--- src/rtl/core/hcrl_pkg.sv ---
// Shared constants and controller/datapath interface types for the hashed
// client rate limiter. Used by every module of the block; no dependencies.
package hcrl_pkg;

    localparam int TABLE_DEPTH_DEF   = 1024;
    localparam int MAX_KEY_CHARS_DEF = 15;

    localparam int CHAR_W  = 7;
    localparam int TIME_W  = 32;
    localparam int LIMIT_W = 16;
    localparam int APB_AW  = 2;
    localparam int APB_DW  = 32;

    localparam logic [LIMIT_W-1:0] LIMIT_RESET = 16'd3;
    localparam logic [APB_AW-1:0]  ADDR_LIMIT  = 2'd0;

    typedef struct packed {
        logic clear_wr;
        logic accept;
        logic lookup;
    } t_cmd;

    typedef struct packed {
        logic clear_last;
    } t_sts;

endpackage

--- src/rtl/core/hcrl_ctrl.sv ---
// Controller state machine: clearing pass after reset, idle, and table lookup.
// Depends on hcrl_pkg for the command and status types.
module hcrl_ctrl
    import hcrl_pkg::*;
(
    input  logic i_clk,
    input  logic i_rst_n,
    input  logic start,
    input  logic i_last_char,
    input  t_sts i_sts,
    output t_cmd o_cmd,
    output logic busy
);

    localparam logic [1:0] ST_CLEAR  = 2'd0;
    localparam logic [1:0] ST_IDLE   = 2'd1;
    localparam logic [1:0] ST_LOOKUP = 2'd2;

    logic [1:0] r_state;
    logic [1:0] n_state;
    logic       accept;

    assign busy   = (r_state != ST_IDLE);
    assign accept = start && !busy;

    always_comb begin
        o_cmd.clear_wr = (r_state == ST_CLEAR);
        o_cmd.accept   = accept;
        o_cmd.lookup   = (r_state == ST_LOOKUP);
    end

    always_comb begin
        n_state = r_state;
        unique case (r_state)
            ST_CLEAR: begin
                if (i_sts.clear_last) begin
                    n_state = ST_IDLE;
                end
            end
            ST_IDLE: begin
                if (accept && i_last_char) begin
                    n_state = ST_LOOKUP;
                end
            end
            ST_LOOKUP: begin
                n_state = ST_IDLE;
            end
            default: begin
                n_state = ST_CLEAR;
            end
        endcase
    end

    always_ff @(posedge i_clk) begin
        if (!i_rst_n) begin
            r_state <= ST_CLEAR;
        end else begin
            r_state <= n_state;
        end
    end

endmodule

--- config.mk ---
export PLATFORM = sky130hd
export DESIGN_NAME = hcrl_ctrl
export DESIGN_NICKNAME = d
export VERILOG_FILES = /design/src/rtl/core/hcrl_pkg.sv /design/src/rtl/core/hcrl_ctrl.sv
export SDC_FILE = /design/constraint.sdc
export NUM_CORES = 1
export LEC_CHECK = 0
export BUFFER_PORTS_ARGS = -buffer_cell sky130_fd_sc_hd__buf_2
export CAP_MARGIN = 10
export CORE_AREA = 2 2 39 41
export CTS_BUF_LIST = sky130_fd_sc_hd__clkbuf_4 sky130_fd_sc_hd__clkbuf_8
export DETAILED_ROUTE_END_ITERATION = 6
export DIE_AREA = 0 0 41 43
export MAX_ROUTING_LAYER = met4
export PLACE_DENSITY = 0.3
export SLEW_MARGIN = 5
export SYNTH_ARGS = -nofsm -noshare
export SYNTH_HDL_FRONTEND = slang
export SYNTH_SLANG_ARGS = --single-unit
--- constraint.sdc ---
create_clock -name i_clk -period 2.05 [get_ports i_clk]
set_clock_uncertainty 0.1 [all_clocks]
set_input_delay 0.41 -clock i_clk [delete_from_list [all_inputs] [get_ports i_clk]]
set_output_delay 0.41 -clock i_clk [all_outputs]
set_load 0.01 [all_outputs]
==> impl_results.md, run 1 <==
* Share of cells above drive strength 1 at 0.478
* Mapped Area at 100 um^2
* Critical path peak fanout at 5
* Total GRT Usage at 0.0472
* Total die area at 1760 um^2
* Placement Cell Area at 153 um^2
* Top-count cell post-synth: nor2_1
* Largest net degree at the start of global routing at 6
* Power per cell area at 851 nW/um^2
* Slew Limit Fails at 0
* TritonCTS buffer count at 3
* Yosys reg bits at 2
* Clk sinks at 2
* Number of global-route vias before repair at 132
* Slowest cell on the critical path: dfxtp_1
* Die Ht at 43 um
* Max reg flops at 2
* Leak at 0.0930 nW
* Post-CTS resize count at 0
* Number of synthesized flops with an enable pin at 0
* Sequential fraction of the synthesis area at 0.400
* P&R area growth vs syn at 75.0%
* Final hold vios at 0
* Dpl cells at 36
* # setup viols final at 0
* Regs by FF count: r_state: 2 flops
* Net Count, Synth at 18
* DR DRC count at 0
* I/O Buffers at 8
* # fillers at 160
* Worst path cell trace: nand2b_1 -> nor2_1 -> buf_2
* Most flop-heavy register: r_state
* Synth warnings at 0
* Worst vdd ir at 89.2 uV
* Syn Area/Cell at 7.70 um^2
* Worst Tran Pin Value at 0.203 ns
* Number of top-level pins at 9
* Unique masters post-synth at 10
* Synth area leader: dfxtp_1
* Gr busiest metal: met4
* Number of buffers inserted by hold repair at cts at 0
* Clock-pin slew on the worst setup and hold paths at 0.03 ns
* Clk buf depth at 2
* Startpoint types: register
* Crit Path Class: register to output port
* Met2 Usage GRT at 0.0469
* RePlAce Congestion at 0.521
* Initial Util at 0.0723
* RSZ-0062 raised after global routing: false
* Pre-Repair DR Iteration Count at 1
* Ys flop type: dfxtp_1
* Post-Layout Inst Area at 175 um^2
* Setup ws final at 0.575 ns
* GR Util met3 at 0.0524
* Drt via density at 3.05
* Die width at 41 um
* CP peak stage delay at 0.32 ns
* FMAX at 678 MHz
* Total Power at 0.149 mW
* Diode count at 0
* Relative max-transition margin at 0.863
* Worst skew pair latency at 0.22 ns
* Status: complete, no violations
* Antenna viol nets, final at 0
* First-pass GRT wire length at 462 um
* TNS Setup at 0 ns
* Initial DRC Count at 0
* Final Critical Period at 1.48 ns
* Number of max-cap violations at 0
* H-tree levels at 1
* Critical path required time at 1.54 ns
* Routed wire length at 316 um
* Std-Cell Rows at 14
* Postcts setup bufs at 0
* Part of the cycle the worst path needs at 0.720
* Pre-CTS setup slack at 0.779 ns
* Worst hold path class: input port to register
* Commonest cells post-synth: nor2_1 (3), dfxtp_1 (2)
* Core area at 1380 um^2
* Crit end category: output port
* Cell count after synthesis at 13
* Fraction of registers with async set/reset at 0
* CP arrival at 0.97 ns
* Top-area cell type share of the netlist area at 0.400
* WL/cell at 8.10 um
* Final nets at 30
* Root buffer cell: clkbuf_4
* CTS tree: yes
* Grt met1 use at 0.0383
* Top cells by area, synth: dfxtp_1 (40%), nor2_1 (11%), a21o_1 (7.5%)
* Overflow after GRT at 0
* Via count at 119
* Initial antenna violation count at 0
* Finished Layout Cells at 39
==> stage by stage <==
stage	hold slack [ns]	utilization
global placement	0.384	0.110
floorplan	0.359	-
CTS	0.338	0.127
global route	0.365	0.127
detailed placement	0.403	0.110
finish	0.348	0.127
==> logic make-up after synthesis <==
kind of cell | share of synthesized area
flip-flops | 0.400
buffers and inverters | 0.112
AND/OR/NAND/NOR | 0.288
AO/OA/AOI/OAI | 0.200
==> layout make-up <==
class	instances	area (um^2)	area share
clock buffer	3	22.5	0.129
timing repair buffer	8	40.0	0.229
tap	16	20.0	0.114
sequential	2	40.0	0.229
inverter	1	3.75	0.0214
multi-input combinational	9	48.8	0.279
==> layer usage <==
layer / up-vias / share of wire
met2: 9 / 0.34
met4: 0 / 0
met1: 48 / 0.39
met3: 0 / 0.27
met5: - / 0
li1: 62 / -
==> worst max-delay path: cells and delay by family (launching register included) <==
| kind | cells | cell delay [ns] |
|---|---|---|
| simple gates | 2 | 0.29 |
| flops | 1 | 0.32 |
| buf+inv | 1 | 0.13 |
==> cell usage in the layout, fill, tap and decap left out, types with 2 or more instances in the layout <==
| cell | netlist | final |
|---|---|---|
| buf_2 | 0 | 8 |
| nor2_1 | 3 | 3 |
| clkbuf_4 | 0 | 3 |
| dfxtp_1 | 2 | 2 |
==> final timing paths <==
check        slack (ns)  cells past startpoint                     from                       to
max                0.57                      3  r_state[1]$_SDFFE_PN0P_                 o_cmd[1]
min                0.35                      3                    start  r_state[1]$_SDFFE_PN0P_
max reg2reg        1.18                      2  r_state[0]$_SDFFE_PN0P_  r_state[0]$_SDFFE_PN0P_
min reg2reg        0.40                      1  r_state[0]$_SDFFE_PN0P_  r_state[0]$_SDFFE_PN0P_
==> where the power goes <==
group / internal [mW] / switching [mW]
registers: 0.0414 / 0.00247
clock network: 0.0644 / 0.0208
logic: 0.00965 / 0.0104
total: 0.116 / 0.0336
Power figures use the tool's default switching activity.
==> run 2, diff against run 1 <==
--- a/config.mk
+++ b/config.mk
@@ -5,6 +5,7 @@
 export SDC_FILE = /design/constraint.sdc
 export NUM_CORES = 1
 export LEC_CHECK = 0
+export ABC_AREA = 1
 export BUFFER_PORTS_ARGS = -buffer_cell sky130_fd_sc_hd__buf_2
 export CAP_MARGIN = 10
 export CORE_AREA = 2 2 39 41
==> constraint.sdc (replaced) <==
create_clock -name i_clk -period 1.5 [get_ports i_clk]
set_clock_uncertainty 0.1 [all_clocks]
set_input_delay 0.3 -clock i_clk [delete_from_list [all_inputs] [get_ports i_clk]]
set_output_delay 0.3 -clock i_clk [all_outputs]
set_load 0.01 [all_outputs]
==> impl_results.md, run 2 <==
* P&R area growth vs syn at 69.0%
* Critical path peak fanout at 3
* Register Area at 40.0 um^2
* Clk sinks at 2
* Cell count after synthesis at 16
* Drt via density at 2.93
* RePlAce Congestion at 0.469
* Postcts setup bufs at 0
* CTS tree: yes
* Total GRT Usage at 0.0400
* Status: complete, no violations
* Routed wire length at 281 um
* Sequential fraction of the synthesis area at 0.368
* Via count at 123
* # setup viols final at 0
* Number of synthesized flops with an enable pin at 0
* Clk buf depth at 2
* H-tree levels at 1
* First-pass GRT wire length at 379 um
* Post-CTS resize count at 0
* Layout Utilization at 0.133
* RSZ-0062 raised after global routing: false
* Initial antenna violation count at 0
* Share of cells above drive strength 1 at 0.500
* DR DRC count at 0
* Max reg flops at 2
* Startpoint types: register
* Die width at 41 um
* WL/cell at 6.69 um
* Relative max-transition margin at 0.883
* Pre-Repair DR Iteration Count at 4
* Worst Setup SP: r_state[1]$_SDFFE_PN0P_
* Top-area cell type share of the netlist area at 0.368
* I/O Buffers at 8
* Initial Util at 0.0787
* Most flop-heavy register: r_state
* Syn Area/Cell at 6.80 um^2
* Reg2Reg Capture Point: r_state[0]$_SDFFE_PN0P_
* Commonest cells post-synth: inv_1 (4), nor2_1 (3), dfxtp_1 (2)
* Ys flop type: dfxtp_1
* Final Critical Period at 1.31 ns
* TritonCTS buffer count at 3
* Mapped Area at 109 um^2
* Worst skew pair latency at 0.22 ns
* # fillers at 163
* Core area at 1380 um^2
* Crit end category: output port
* Initial DRC Count at 7
* TNS Setup at 0 ns
* Number of global-route vias before repair at 119
* Die Ht at 43 um
* Synth warnings at 0
* Unique masters post-synth at 10
* Reg-to-reg critical path startpoint: r_state[0]$_SDFFE_PN0P_
* Footprint of the multi-input gates at 46.3 um^2
* Std-Cell Rows at 14
* Finished Layout Cells at 42
* Crit Path Class: register to output port
* Synth area leader: dfxtp_1
* Most common cell after layout, fill and taps aside: buf_2
* Yosys reg bits at 2
* Antenna viol nets, final at 0
* Root buffer cell: clkbuf_4
* Top-count cell post-synth: inv_1
* Critical path required time at 1.10 ns
* Number of max-cap violations at 0
* Overflow after GRT at 0
* Commonest non-fill, non-tap cells in the layout: buf_2 (8), inv_1 (4), nor2_1 (3), clkbuf_4 (3), dfxtp_1 (2)
* Number of buffers inserted by hold repair at cts at 0
* Final nets at 33
* Worst vdd ir at 130 uV
* CP arrival at 0.91 ns
* Worst Tran Pin Value at 0.173 ns
* Slew Limit Fails at 0
* Worst hold path class: input port to register
* FMAX at 766 MHz
* DP HPWL at 226 um
* Power per cell area at 1120 nW/um^2
* Top cells by area, synth: dfxtp_1 (37%), inv_1 (14%), nor2_1 (10%)
* Worst r2r path cells at 3
* Final hold vios at 0
* Fraction of registers with async set/reset at 0
* Net Count, Synth at 21
* Number of top-level pins at 9
* Hold_sp: i_rst_n
* Total die area at 1760 um^2
* Part of the cycle the worst path needs at 0.870
* Diode count at 0
* Flop2flop setup slack at 0.68 ns
* Largest net degree at the start of global routing at 6
* Dpl cells at 39
* Leak at 0.0933 nW
* Regs by FF count: r_state: 2 flops
* Clock-pin slew on the worst setup and hold paths at 0.03 ns
* Setup crit end: o_cmd[1]
## run 2: logic make-up (layout without fill, tap and decap cells)
kind of cell,Yosys count,in the layout,share of synthesized area
AO/OA/AOI/OAI,2,2,0.0919
buffers and inverters,5,15,0.207
flip-flops,2,2,0.368
AND/OR/NAND/NOR,7,7,0.333
## run 2: layout make-up
cell class / instances / area share
repair buffers: 8 / 0.218
clock buffers: 3 / 0.122
multi-input cells: 9 / 0.252
inverters: 4 / 0.0816
flip-flops and latches: 2 / 0.218
well taps: 16 / 0.109
## run 2: worst min path at each step
stage                         endpoint  slack, ns  cells past startpoint
6_report       r_state[0]$_SDFFE_PN0P_       0.25                      3
2_1_floorplan  r_state[0]$_SDFFE_PN0P_       0.35                      2
3_3_place_gp   r_state[1]$_SDFFE_PN0P_       0.41                      2
3_5_place_dp   r_state[1]$_SDFFE_PN0P_       0.42                      2
4_1_cts        r_state[1]$_SDFFE_PN0P_       0.24                      3
5_1_grt        r_state[1]$_SDFFE_PN0P_       0.27                      3
## run 2: report_power, final
| group | internal [mW] | switching (mW) |
|---|---|---|
| clock network | 0.0881 | 0.0289 |
| registers | 0.0567 | 0.00334 |
| logic | 0.0135 | 0.0159 |
| total | 0.158 | 0.0481 |
## run 2: worst max-delay path: stages (launching register included)
cell and delay, ns:
dfxtp_1 0.31, inv_1 0.10, nand2_2 0.07, nor2_1 0.08, buf_2 0.13
## run 2: through the flow
stage | hold WS [ns] | worst slack, ns | power [mW] | area [um^2]
3_3_place_gp | 0.411 | 0.430 | 0.0896 | 161
4_1_cts | 0.239 | 0.177 | 0.215 | 184
3_5_place_dp | 0.423 | 0.415 | 0.0903 | 161
6_report | 0.247 | 0.195 | 0.206 | 184
5_1_grt | 0.269 | 0.122 | 0.220 | 184
2_1_floorplan | 0.349 | 0.421 | 0.0782 | 109
## run 2: metal layers
layer	part of all wire	wire [um]	GRT usage
met4	0	0	0.0600
met3	0.20	57	0.0366
met1	0.50	141	0.0382
met2	0.30	83	0.0344
met5	0	0	-
